`src/rtl/u2u8ln_pkg.sv`:
```
// shared types and constants for the utf-16 to utf-8 long name transcoder
// no dependencies; imported by every module of the block
package u2u8ln_pkg;

  // byte counter width of the name output
  localparam int COUNT_WIDTH = 10;
  localparam int CAP_W       = 10;
  localparam int UNIT_W      = 16;
  localparam int BYTE_W      = 8;
  localparam int CP_W        = 21;
  localparam int MAX_ENC     = 4;
  localparam int ENC_IDX_W   = $clog2(MAX_ENC);
  localparam int NBYTES_W    = 3;
  // compare width wide enough for counter, capacity and one more character
  localparam int CMP_W       = ((COUNT_WIDTH > CAP_W) ? COUNT_WIDTH : CAP_W) + 1;
  localparam logic [CMP_W-1:0] COUNT_MAX = CMP_W'((1 << COUNT_WIDTH) - 1);

  // entry queue between front and back
  localparam int Q_DEPTH = 4;
  localparam int Q_PTR_W = $clog2(Q_DEPTH);

  // surrogate classes, by the top six bits of a unit
  localparam logic [5:0] HI_SURR_TAG = 6'b110110;
  localparam logic [5:0] LO_SURR_TAG = 6'b110111;
  localparam logic [CP_W-1:0] SUPP_BASE = CP_W'(32'h10000);

  // all bytes caused by one input unit
  typedef struct packed {
    logic [MAX_ENC-1:0][BYTE_W-1:0] data;  // encoded bytes, first in [0]
    logic [NBYTES_W-1:0]            nbytes; // 0 to 4 encoded bytes
    logic                           term;   // nul follows the encoded bytes
  } entry_t;

endpackage

```
`src/rtl/u2u8ln_front.sv`:
```
// front part: accepts code units, tracks name state, encodes to utf-8
// depends on u2u8ln_pkg; pushes one entry per unit that gives bytes
module u2u8ln_front (
  input  logic                        clk,
  input  logic                        rst,
  input  logic [u2u8ln_pkg::CAP_W-1:0]  out_capacity,
  input  logic                        in_valid,
  output logic                        in_stall,
  input  logic [u2u8ln_pkg::UNIT_W-1:0] code_unit,
  input  logic                        last_unit,
  input  logic                        q_full,
  output logic                        push,
  output u2u8ln_pkg::entry_t          push_entry
);
  import u2u8ln_pkg::*;

  logic [9:0]             pending_high, pending_high_next;
  logic                   have_pending, have_pending_next;
  logic [COUNT_WIDTH-1:0] bytes_written, bytes_written_next;
  logic                   skipping, skipping_next;

  logic                   in_acc;
  logic [CMP_W-1:0]       cap_ext, bound, bw_ext, bw_sum, bw_after;
  logic                   is_hi, is_lo, full, emit, fits, emit_ok, end_name;
  logic [CP_W-1:0]        cp;
  logic [NBYTES_W-1:0]    len;
  logic [MAX_ENC-1:0][BYTE_W-1:0] enc;

  assign in_stall = q_full;
  assign in_acc   = in_valid && !q_full;

  assign cap_ext = CMP_W'(out_capacity);
  assign bound   = (cap_ext < COUNT_MAX) ? cap_ext : COUNT_MAX;
  assign bw_ext  = CMP_W'(bytes_written);
  assign full    = bw_ext >= bound;

  assign is_hi = code_unit[15:10] == HI_SURR_TAG;
  assign is_lo = code_unit[15:10] == LO_SURR_TAG;

  // classify the unit
  always_comb begin
    emit = 1'b0;
    cp   = CP_W'(code_unit);
    if (have_pending) begin
      emit = is_lo;
      cp   = CP_W'({pending_high, code_unit[9:0]}) + SUPP_BASE;
    end else if (!is_hi && !is_lo) begin
      emit = 1'b1;
    end
  end

  // utf-8 encoding
  always_comb begin
    enc = '0;
    if (cp < CP_W'(32'h80)) begin
      len    = NBYTES_W'(1);
      enc[0] = cp[7:0];
    end else if (cp < CP_W'(32'h800)) begin
      len    = NBYTES_W'(2);
      enc[0] = {3'b110, cp[10:6]};
      enc[1] = {2'b10, cp[5:0]};
    end else if (cp < SUPP_BASE) begin
      len    = NBYTES_W'(3);
      enc[0] = {4'b1110, cp[15:12]};
      enc[1] = {2'b10, cp[11:6]};
      enc[2] = {2'b10, cp[5:0]};
    end else begin
      len    = NBYTES_W'(4);
      enc[0] = {5'b11110, cp[20:18]};
      enc[1] = {2'b10, cp[17:12]};
      enc[2] = {2'b10, cp[11:6]};
      enc[3] = {2'b10, cp[5:0]};
    end
  end

  assign bw_sum   = bw_ext + CMP_W'(len);
  assign fits     = bw_sum <= bound;
  // full output or zero unit ends the name without decoding
  assign emit_ok  = !full && (code_unit != '0) && emit && fits;
  assign bw_after = emit_ok ? bw_sum : bw_ext;
  assign end_name = full || (code_unit == '0) || last_unit || (bw_after >= bound);

  assign push              = in_acc && !skipping && (emit_ok || end_name);
  assign push_entry.data   = enc;
  assign push_entry.nbytes = emit_ok ? len : '0;
  assign push_entry.term   = end_name;

  always_comb begin
    pending_high_next  = pending_high;
    have_pending_next  = have_pending;
    bytes_written_next = bytes_written;
    skipping_next      = skipping;
    if (in_acc) begin
      if (skipping) begin
        if (last_unit) begin
          skipping_next = 1'b0;
          bytes_written_next = '0;
          have_pending_next = 1'b0;
          pending_high_next = '0;
        end
      end else begin
        if (!full && (code_unit != '0)) begin
          if (have_pending) begin
            have_pending_next = 1'b0;
          end else if (is_hi) begin
            have_pending_next = 1'b1;
            pending_high_next = code_unit[9:0];
          end
        end
        bytes_written_next = COUNT_WIDTH'(bw_after);
        if (end_name) begin
          have_pending_next = 1'b0;
          pending_high_next = '0;
          if (last_unit) begin
            bytes_written_next = '0;
            skipping_next = 1'b0;
          end else begin
            skipping_next = 1'b1;
          end
        end
      end
    end
  end

  always_ff @(posedge clk) begin
    if (rst) begin
      pending_high  <= '0;
      have_pending  <= 1'b0;
      bytes_written <= '0;
      skipping      <= 1'b0;
    end else begin
      pending_high  <= pending_high_next;
      have_pending  <= have_pending_next;
      bytes_written <= bytes_written_next;
      skipping      <= skipping_next;
    end
  end

endmodule

```
`src/rtl/u2u8ln_queue.sv`:
```
// small register queue of encoded entries between front and back
// depends on u2u8ln_pkg
module u2u8ln_queue (
  input  logic               clk,
  input  logic               rst,
  input  logic               push,
  input  u2u8ln_pkg::entry_t push_entry,
  input  logic               pop,
  output logic               full,
  output logic               nonempty,
  output u2u8ln_pkg::entry_t head
);
  import u2u8ln_pkg::*;

  entry_t             slots [Q_DEPTH];
  logic [Q_PTR_W-1:0] wr_ptr, rd_ptr;
  logic [Q_PTR_W:0]   count;

  assign full     = count == (Q_PTR_W+1)'(Q_DEPTH);
  assign nonempty = count != '0;
  assign head     = slots[rd_ptr];

  always_ff @(posedge clk) begin
    if (push) begin
      slots[wr_ptr] <= push_entry;
    end
  end

  always_ff @(posedge clk) begin
    if (rst) begin
      wr_ptr <= '0;
      rd_ptr <= '0;
      count  <= '0;
    end else begin
      if (push) begin
        wr_ptr <= wr_ptr + 1'b1;
      end
      if (pop) begin
        rd_ptr <= rd_ptr + 1'b1;
      end
      if (push && !pop) begin
        count <= count + 1'b1;
      end else if (pop && !push) begin
        count <= count - 1'b1;
      end
    end
  end

endmodule

```
`src/rtl/u2u8ln_back.sv`:
```
// back part: walks the head entry one byte per beat into the output register
// depends on u2u8ln_pkg
module u2u8ln_back (
  input  logic                         clk,
  input  logic                         rst,
  input  logic                         q_nonempty,
  input  u2u8ln_pkg::entry_t           head,
  output logic                         pop,
  output logic                         out_valid,
  input  logic                         out_stall,
  output logic [u2u8ln_pkg::BYTE_W-1:0] out_byte,
  output logic                         end_of_name,
  output logic                         last_of_run
);
  import u2u8ln_pkg::*;

  logic [NBYTES_W-1:0] idx;
  logic                advance, load, is_data, is_last;

  assign advance = !out_valid || !out_stall;
  assign load    = advance && q_nonempty;
  assign is_data = idx < head.nbytes;
  assign is_last = (idx + 1'b1) == (head.nbytes + NBYTES_W'(head.term));
  assign pop     = load && is_last;

  always_ff @(posedge clk) begin
    if (rst) begin
      out_valid <= 1'b0;
      idx       <= '0;
    end else if (advance) begin
      out_valid <= q_nonempty;
      if (load) begin
        idx <= is_last ? '0 : idx + 1'b1;
      end
    end
  end

  always_ff @(posedge clk) begin
    if (load) begin
      out_byte    <= is_data ? head.data[idx[ENC_IDX_W-1:0]] : '0;
      end_of_name <= !is_data;
      last_of_run <= is_last;
    end
  end

endmodule

```
`src/rtl/utf16_to_utf8_long_name.sv`:
```
// top level of the utf-16 to utf-8 long name transcoder
// depends on u2u8ln_pkg, u2u8ln_front, u2u8ln_queue, u2u8ln_back
//
// usage:
//   input channel: code_unit and last_unit, one utf-16 unit per beat, taken
//   when in_valid is high and in_stall is low. in_stall rises only while the
//   entry queue is full.
//   output channel: out_byte with end_of_name and last_of_run, one byte per
//   beat, taken when out_valid is high and out_stall is low. last_of_run
//   marks the final byte caused by one input unit; end_of_name marks the nul
//   that closes a name.
//   config: cfg_wr_en writes cfg_wr_data into out_capacity (reset 511), the
//   byte limit of a name before its nul. write only while the block is idle.
// timing:
//   the front decodes a unit in the cycle it is taken and pushes its entry;
//   the back loads its bytes from the queue into the output register and
//   drains one byte per cycle while out_stall is low, so units giving one
//   byte (ascii) stream at one unit per cycle; a multi-byte unit holds the
//   output byte by byte, and the four-entry queue absorbs short bursts of them.
// reset clears name state, queue and output valid. a stalled output holds
// its byte; the front keeps taking units until the queue fills.
module utf16_to_utf8_long_name (
  input  logic                          clk,
  input  logic                          rst,
  input  logic                          cfg_wr_en,
  input  logic [u2u8ln_pkg::CAP_W-1:0]  cfg_wr_data,
  input  logic                          in_valid,
  output logic                          in_stall,
  input  logic [u2u8ln_pkg::UNIT_W-1:0] code_unit,
  input  logic                          last_unit,
  output logic                          out_valid,
  input  logic                          out_stall,
  output logic [u2u8ln_pkg::BYTE_W-1:0] out_byte,
  output logic                          end_of_name,
  output logic                          last_of_run
);
  import u2u8ln_pkg::*;

  // capacity register, the single config register
  logic [CAP_W-1:0] out_capacity;

  // front to queue
  logic   push;
  entry_t push_entry;
  // queue to back
  logic   q_full, q_nonempty, pop;
  entry_t head;

  always_ff @(posedge clk) begin
    if (rst) begin
      out_capacity <= CAP_W'(511);
    end else if (cfg_wr_en) begin
      out_capacity <= cfg_wr_data;
    end
  end

  // classify and encode each unit, track surrogate and byte count
  u2u8ln_front u_front (
    .clk          (clk),
    .rst          (rst),
    .out_capacity (out_capacity),
    .in_valid     (in_valid),
    .in_stall     (in_stall),
    .code_unit    (code_unit),
    .last_unit    (last_unit),
    .q_full       (q_full),
    .push         (push),
    .push_entry   (push_entry)
  );

  // decouples unit intake from byte drain
  u2u8ln_queue u_queue (
    .clk        (clk),
    .rst        (rst),
    .push       (push),
    .push_entry (push_entry),
    .pop        (pop),
    .full       (q_full),
    .nonempty   (q_nonempty),
    .head       (head)
  );

  // serializes each entry onto the output register
  u2u8ln_back u_back (
    .clk         (clk),
    .rst         (rst),
    .q_nonempty  (q_nonempty),
    .head        (head),
    .pop         (pop),
    .out_valid   (out_valid),
    .out_stall   (out_stall),
    .out_byte    (out_byte),
    .end_of_name (end_of_name),
    .last_of_run (last_of_run)
  );

endmodule
```
`config.mk`:
```
export PLATFORM = sky130hd
export DESIGN_NAME = utf16_to_utf8_long_name
export DESIGN_NICKNAME = d
export VERILOG_FILES = /design/src/rtl/u2u8ln_pkg.sv /design/src/rtl/u2u8ln_front.sv /design/src/rtl/u2u8ln_queue.sv /design/src/rtl/u2u8ln_back.sv /design/src/rtl/utf16_to_utf8_long_name.sv
export SDC_FILE = /design/constraint.sdc
export NUM_CORES = 1
export LEC_CHECK = 0
export BUFFER_PORTS_ARGS = -buffer_cell sky130_fd_sc_hd__buf_2
export CAP_MARGIN = 20
export CORE_MARGIN = 2
export CORE_UTILIZATION = 60
export CTS_BUF_LIST = sky130_fd_sc_hd__clkbuf_16
export DETAILED_ROUTE_END_ITERATION = 10
export PLACE_DENSITY_LB_ADDON = 0.1
export SLEW_MARGIN = 20
export SYNTH_ARGS = -nofsm -noshare
export SYNTH_HDL_FRONTEND = slang
export SYNTH_SLANG_ARGS = --single-unit
export TNS_END_PERCENT = 100
```
`constraint.sdc`:
```
create_clock -name clk -period 15.4 [get_ports clk]
set_clock_uncertainty 0.1 [all_clocks]
set_input_delay 2.31 -clock clk [delete_from_list [all_inputs] [get_ports clk]]
set_output_delay 2.31 -clock clk [all_outputs]
set_load 0.05 [all_outputs]
```
==> results.md, run 1 <==
| Parameter | This run | Unit |
|:---|:---|:---|
| Insertion delay of the later-clocked pin in the worst-skew pair | 0.44 | ns |
| Synth Area in Adders | 6.28 | % |
| Hold Crit Class | reg2reg | - |
| Count of unresolved DRC violations after routing | 0 | - |
| Y dimension of the die | 129 | um |
| Count of final max-slew check failures | 0 | - |
| Buffers added on ports | 43 | - |
| PwrDens | 140 | nW/um2 |
| Actual slew at the worst max-slew pin | 0.836 | ns |
| Net Count, Synth | 805 | - |
| Max-cap violation count | 0 | - |
| Core region area | 15300 | um2 |
| Critical path's most frequent cell | sky130_fd_sc_hd__ha_1 | - |
| Startpoint Class | primary input | - |
| Antenna Nets Post-Route | 0 | - |
| Parity-gate share of the synthesized area counting xor and xnor cells | 2.48 | % |
| Library cells used by synthesis | 71 | - |
| Sum of net half-perimeters after detailed placement | 14.0 | mm |
| Post-CTS setup-driven buffer insertion count | 0 | - |
| Synth-to-layout area growth | 9.76 | % |
| Number of optimization iterations in the first detailed-route pass | 5 | - |
| # fillers | 1089 | - |
| Run status | finished clean | - |
| Highest fanout seen on the critical path | 17 | - |
| Clock buffers created by TritonCTS | 17 | - |
| VDD IR-drop max | 0.0909 | mV |
| Most frequent cells in the layout | sky130_fd_sc_hd__edfxtp_1 (142), sky130_fd_sc_hd__nand2_1 (48), sky130_fd_sc_hd__ha_1 (44), sky130_fd_sc_hd__dfxtp_1 (44), sky130_fd_sc_hd__buf_2 (43) | - |
| Drt total wl | 20.3 | mm |
| Hold buffers post-CTS | 0 | - |
| Flip-flop and latch area | 5170 | um2 |
| CTS HTree Levels | 4 | - |
| Count of flip-flops with a built-in enable after synthesis | 142 | - |
| Post-synthesis sequential element count | 187 | - |
| Vias in the first global route | 5949 | - |
| Total track usage | 25.9 | % |
| Number of antenna violations at the first check in global routing | 0 | - |
| Critical-path top delay cell | sky130_fd_sc_hd__nor2_1 | - |
| Footprint of the multi-input gates | 3870 | um2 |
| Slowest cell delay on critical path | 0.59 | ns |
| Die span in x | 129 | um |
| Data arrival time at the worst-slack endpoint | 10.69 | ns |
| Average wire per cell in the routed design | 20.7 | um |
| Mapped Cells | 727 | - |
| CTS tree | yes | - |
| Synth Area per Inst | 12.9 | um2 |
| Post-route setup TNS | 0 | ns |
| Maximum number of pins on one net before global-route repair | 34 | - |
| Count of vias placed by the detailed router | 6125 | - |
| Leakage power of the design | 3.84 | nW |
| Fmax | 0.0959 | GHz |
| Finish-stage setup viols | 0 | - |
| Worst hold margin | 0.378 | ns |
| Clock slew at reported path FFs | 0.07 | ns |
| Fraction of synthesized area in multiplexers | 10.6 | % |
| Max_slew headroom | 44.2 | % |
| CP Buf/Inv Count | 3 | - |
| I/O pins | 44 | - |
| Maximum buffer depth of the clock tree | 2 | - |
| Total count of hold-check failures in the final report | 0 | - |
| Total grt overflow | 0 | - |
| Type of the worst setup path | in2reg | - |
| Setup repair after global routing missed its margin | no | - |
| Simple-Gate Fraction of Synth Area | 10.7 | % |
| Commonest non-fill, non-tap cell in the layout | sky130_fd_sc_hd__edfxtp_1 | - |
| Cts repair resizes | 0 | - |
| Largest delay share family, worst path | compound AO/OA/AOI/OAI gates | - |
| Period utilization | 67.7 | % |
| Post-synthesis sequential area ratio | 55.0 | % |
| Largest family of logic cells by synthesized area | compound AO/OA/AOI/OAI gates | - |
| Starting Density | 61.6 | % |
| Wire length of the first global-routing pass | 32.2 | mm |
| Final layout net count | 834 | - |
| Die Outline Area | 16700 | um2 |
| Synthesis warning total | 0 | - |
| Crit end category | flip-flop | - |
| Mean number of vias per cell | 6.25 | - |
| Gp weighted congestion | 0.924 | - |
| Data required, critical path | 15.67 | ns |
| Proportion of synthesized flip-flops having asynchronous set or reset | 0 | % |
| Post-synthesis instance area | 9400 | um2 |
| CTS Root Buffer Type | sky130_fd_sc_hd__clkbuf_16 | - |
| Number of rows in the core area | 45 | - |
| 1st-iter DRT viols | 737 | - |
| Minimum clock period | 10.43 | ns |
| Layout cell share with drive strength beyond 1 | 19.6 | % |
| Compound-cell area share of the yosys netlist | 11.2 | % |
| TritonCTS sink count | 187 | - |
| Most frequently used flop master after synthesis | sky130_fd_sc_hd__edfxtp_1 | - |
| Number of antenna diodes | 0 | - |
## cells in the mapped netlist, types with 12 or more instances
cell                       instances  share of area, %
sky130_fd_sc_hd__nor2_1           38               1.5
sky130_fd_sc_hd__and3_1           15               1.0
sky130_fd_sc_hd__nor3_1           15              0.80
sky130_fd_sc_hd__nand2_1          48               1.9
sky130_fd_sc_hd__inv_1            35               1.4
sky130_fd_sc_hd__nand3_1          25               1.3
sky130_fd_sc_hd__mux4_2           40               9.6
sky130_fd_sc_hd__edfxtp_1        142                45
sky130_fd_sc_hd__clkbuf_1         19              0.76
sky130_fd_sc_hd__xor2_1           13               1.2
sky130_fd_sc_hd__o21ai_0          23               1.2
sky130_fd_sc_hd__o211ai_1         18               1.4
sky130_fd_sc_hd__dfxtp_1          45               9.6
sky130_fd_sc_hd__ha_1             44               5.9
sky130_fd_sc_hd__a21oi_1          30               1.6
sky130_fd_sc_hd__nand4_1          12              0.80
## metrics by stage
step                setup WS [ns]  total power, mW  cells  util, %  cell area, um2
floorplan                    6.48            0.942    727        -            9400
global placement             5.00             1.02    948     63.8            9740
detailed placement           4.56             1.03    948     63.8            9740
CTS                          5.00             1.45    980     67.6           10300
global route                 4.28             1.51    980     67.6           10300
finish                       4.97             1.44    980     67.6           10300
## final cells by class
type / count / area share, %
clock buffers: 17 / 4.12
inverters: 39 / 1.42
repair buffers: 53 / 2.81
well taps: 211 / 2.56
flip-flops and latches: 187 / 50.1
clock inverters: 15 / 1.44
multi-input cells: 458 / 37.6
## power by group
part	leakage, nW	total [mW]	internal, mW	switching, mW
Clock	0.282	0.422	0.216	0.206
Combinational	1.93	0.362	0.141	0.221
Sequential	1.63	0.656	0.625	0.0315
## per-layer routing
metal  part of all wire, %  up-vias  GRT usage [%]
li1                      -     2845              -
met1                    43     3044           35.8
met2                    48      203           41.7
met3                   5.9       33           4.75
met4                   2.2        0           9.34
met5                     0        -              0
## flip-flops by register name, summed over array words and instances (netlist names), named ones only
name / flops
u_queue.wr_ptr: 2
u_back.idx: 3
u_queue.slots: 132
u_front.pending_high: 10
u_back.last_of_run: 1
u_back.out_byte: 8
u_back.end_of_name: 1
u_queue.rd_ptr: 2
u_front.skipping: 1
out_capacity: 10
u_front.have_pending: 1
u_front.bytes_written: 10
u_queue.count: 3
u_back.out_valid: 1
## logic make-up after synthesis
| kind of cell | count (synthesis) |
|---|---|
| buffers and inverters | 82 |
| adders and majority gates | 46 |
| DFF | 187 |
| muxes | 49 |
| AOI/OAI and AO/OA | 142 |
| and+or+nand+nor | 196 |
| xor gates and xnor gates | 25 |
## final timing paths
check                           slack (ns)  cells past startpoint                              start                             to
worst max-delay path                  4.97                     32                      code_unit[15]  u_queue.count[2]$_SDFFE_PP0P_
worst min register to register        0.38                      2      u_back.out_valid$_SDFFE_PP0P_  u_back.out_valid$_SDFFE_PP0P_
worst max register to register        6.12                     31  u_front.have_pending$_SDFFE_PP0P_  u_queue.count[2]$_SDFFE_PP0P_
worst min-delay path                  0.38                      2      u_back.out_valid$_SDFFE_PP0P_  u_back.out_valid$_SDFFE_PP0P_
## worst min-delay path: stages (launching register included)
cell	delay, ns
sky130_fd_sc_hd__dfxtp_1	0.33
sky130_fd_sc_hd__nand2_1	0.06
sky130_fd_sc_hd__a21oi_1	0.05
(Power assumes the default switching activity.)
==> run 2: changes to the inputs <==
CORE_UTILIZATION = 56   (was 60)
clock period = 8.74 ns   (was 15.4 ns; I/O delays follow)
==> run 2 against run 1 <==
Total power up 78%; largest cell class unchanged; clock-buffer cell count unchanged; die area is 6.9% higher; sequential power increased by 75%; clock power grew 83%; worst setup slack lost 4.4 ns; highest routed layer unchanged; final area increased by 0.89%; via count shrank 0.20%; register-to-register slack got worse by 5.3 ns; critical path type unchanged; hold slack got worse by 0.0025 ns; first-iteration DRC count fell by 35%.
==> results.md, run 2 (synthesis gave the netlist of run 1 again) <==
| Parameter | This run | Unit |
|:---|:---|:---|
| Run status | finished clean | - |
| Maximum number of pins on one net before global-route repair | 34 | - |
| Mean number of vias per cell | 6.14 | - |
| Actual slew at the worst max-slew pin | 0.763 | ns |
| Number of optimization iterations in the first detailed-route pass | 7 | - |
| Number of flip-flops in the largest register | 132 | - |
| Cts repair resizes | 0 | - |
| Commonest non-fill, non-tap cell in the layout | sky130_fd_sc_hd__edfxtp_1 | - |
| Met2 demand-to-capacity share in global routing | 40.5 | % |
| Flip-flop and latch area | 5170 | um2 |
| Count of vias placed by the detailed router | 6113 | - |
| Number of antenna violations at the first check in global routing | 0 | - |
| Y dimension of the die | 134 | um |
| Critical-path top delay cell | sky130_fd_sc_hd__fa_1 | - |
| Number of rows in the core area | 47 | - |
| CTS tree | yes | - |
| Post-CTS setup-driven buffer insertion count | 0 | - |
| Wire length of the first global-routing pass | 32.8 | mm |
| Top register by number of flip-flops | u_queue.slots | - |
| Type of the worst setup path | in2reg | - |
| Period utilization | 93.3 | % |
| Maximum buffer depth of the clock tree | 2 | - |
| Gr busiest metal | met2 | - |
| Die span in x | 134 | um |
| Share of total power in the clock network | 30.1 | % |
| PwrDens | 246 | nW/um2 |
| Setup repair after global routing missed its margin | no | - |
| Max_slew headroom | 49.1 | % |
| VDD IR-drop max | 0.143 | mV |
| Data required, critical path | 8.99 | ns |
| Met1 usage in global routing | 32.1 | % |
| Insertion delay of the later-clocked pin in the worst-skew pair | 0.43 | ns |
| Crit end category | flip-flop | - |
| Footprint of the multi-input gates | 3870 | um2 |
| Startpoint Class | primary input | - |
| Antenna Nets Post-Route | 0 | - |
| Final layout net count | 841 | - |
| Number of antenna diodes | 0 | - |
| Worst hold margin | 0.376 | ns |
| Clock slew at reported path FFs | 0.07 | ns |
| Core region area | 16500 | um2 |
| Finish-stage setup viols | 0 | - |
| Relative contribution of combinational cells to total power | 24.8 | % |
| Total track usage | 24.1 | % |
| TritonCTS sink count | 187 | - |
| Hold buffers post-CTS | 0 | - |
| Fmax | 0.123 | GHz |
| Critical path's most frequent cell | sky130_fd_sc_hd__ha_1 | - |
| Leakage power of the design | 3.88 | nW |
| Synth-to-layout area growth | 10.7 | % |
| Post-layout power | 2.56 | mW |
| Hold Crit Class | reg2reg | - |
| Instance area at placement | 9810 | um2 |
| Sum of net half-perimeters after detailed placement | 14.2 | mm |
| Count of unresolved DRC violations after routing | 0 | - |
| Max-cap violation count | 0 | - |
| Buffers added on ports | 43 | - |
| Count of final max-slew check failures | 0 | - |
| Slowest cell delay on critical path | 0.43 | ns |
| Clock buffers created by TritonCTS | 17 | - |
| CTS Root Buffer Type | sky130_fd_sc_hd__clkbuf_16 | - |
| # fillers | 1323 | - |
| Vias in the first global route | 6151 | - |
| Total grt overflow | 0 | - |
| Data arrival time at the worst-slack endpoint | 8.40 | ns |
| I/O pins | 44 | - |
| Starting Density | 57.1 | % |
| Post-route design area | 10400 | um2 |
| Net Sw Power | 0.800 | mW |
| Internal power | 1.76 | mW |
| Most frequent cells in the layout | sky130_fd_sc_hd__edfxtp_1 (142), sky130_fd_sc_hd__nand2_1 (48), sky130_fd_sc_hd__ha_1 (44), sky130_fd_sc_hd__dfxtp_1 (44), sky130_fd_sc_hd__buf_2 (43) | - |
| Total count of hold-check failures in the final report | 0 | - |
| Reg power frac | 45.0 | % |
| Fraction of met3 tracks used by global routing | 4.53 | % |
| Switching part of the total | 31.3 | % |
| CTS HTree Levels | 4 | - |
| Minimum clock period | 8.16 | ns |
| Drt total wl | 20.4 | mm |
| Average wire per cell in the routed design | 20.5 | um |
| 1st-iter DRT viols | 482 | - |
| Die Outline Area | 17800 | um2 |
| Highest fanout seen on the critical path | 10 | - |
| Layout cell share with drive strength beyond 1 | 20.4 | % |
| Post-route setup TNS | 0 | ns |
| Gp weighted congestion | 0.967 | - |
==> run 2: cell count changes in the layout (fill, tap and decap cells not counted) <==
cell | previous run | this run
sky130_fd_sc_hd__clkinvlp_4 | 1 | 3
sky130_fd_sc_hd__clkinv_8 | 1 | 2
sky130_fd_sc_hd__buf_4 | 10 | 17
sky130_fd_sc_hd__clkinv_4 | 4 | 1
sky130_fd_sc_hd__inv_8 | 6 | 5
sky130_fd_sc_hd__inv_6 | 2 | 3
sky130_fd_sc_hd__bufinv_16 | 0 | 1
sky130_fd_sc_hd__clkinv_2 | 1 | 0
==> run 2: power by group through the flow <==
stage / combinational [mW] / clock [mW] / sequential, mW
final: 0.635 / 0.772 / 1.15
after global routing: 0.694 / 0.820 / 1.17
after CTS: 0.645 / 0.786 / 1.15
after detailed placement: 0.641 / 0 / 1.17
after global placement: 0.633 / 0 / 1.17
after floorplan: 0.422 / 0 / 1.24
==> run 2: per-stage QoR <==
step	worst slack, ns	cells	util, %
CTS	0.640	996	63.2
finish	0.584	996	63.2
floorplan	0.815	727	-
global placement	0.465	964	59.6
global route	0.0845	996	63.2
detailed placement	0.195	964	59.6
==> run 2: path summary, 6_finish.rpt <==
path                                             start                       endpoint  slack (ns)  depth (start not counted)
setup / recovery                         code_unit[15]  u_queue.count[2]$_SDFFE_PP0P_        0.58                         34
hold / removal           u_back.out_valid$_SDFFE_PP0P_  u_back.out_valid$_SDFFE_PP0P_        0.38                          2
setup reg to reg  u_front.pending_high[6]$_SDFFE_PP0P_  u_queue.count[2]$_SDFFE_PP0P_        0.79                         34
hold reg to reg          u_back.out_valid$_SDFFE_PP0P_  u_back.out_valid$_SDFFE_PP0P_        0.38                          2
==> run 2: critical path, delay by kind of cell <==
kind                       cells  cell delay [ns]
AOI/OAI and AO/OA             11             2.61
xor gates and xnor gates       2             0.36
buffers and inverters          5             0.63
and+or+nand+nor               10             1.90
adders and majority gates      6             1.56
==> run 2: metal layers <==
| metal | vias to the layer above | part of all wire [%] |
|---|---|---|
| met5 | - | 0 |
| met4 | 0 | 2.5 |
| met3 | 42 | 5.2 |
| met2 | 194 | 50 |
| met1 | 3016 | 43 |
| li1 | 2861 | - |
==> run 2: cell type report <==
| type | instances | share of cell area (%) |
|---|---|---|
| multi-input combinational | 458 | 37.2 |
| clock inverter | 15 | 1.70 |
| sequential | 187 | 49.6 |
| timing repair buffer | 60 | 3.29 |
| clock buffer | 17 | 4.09 |
| tap | 220 | 2.64 |
| inverter | 39 | 1.41 |
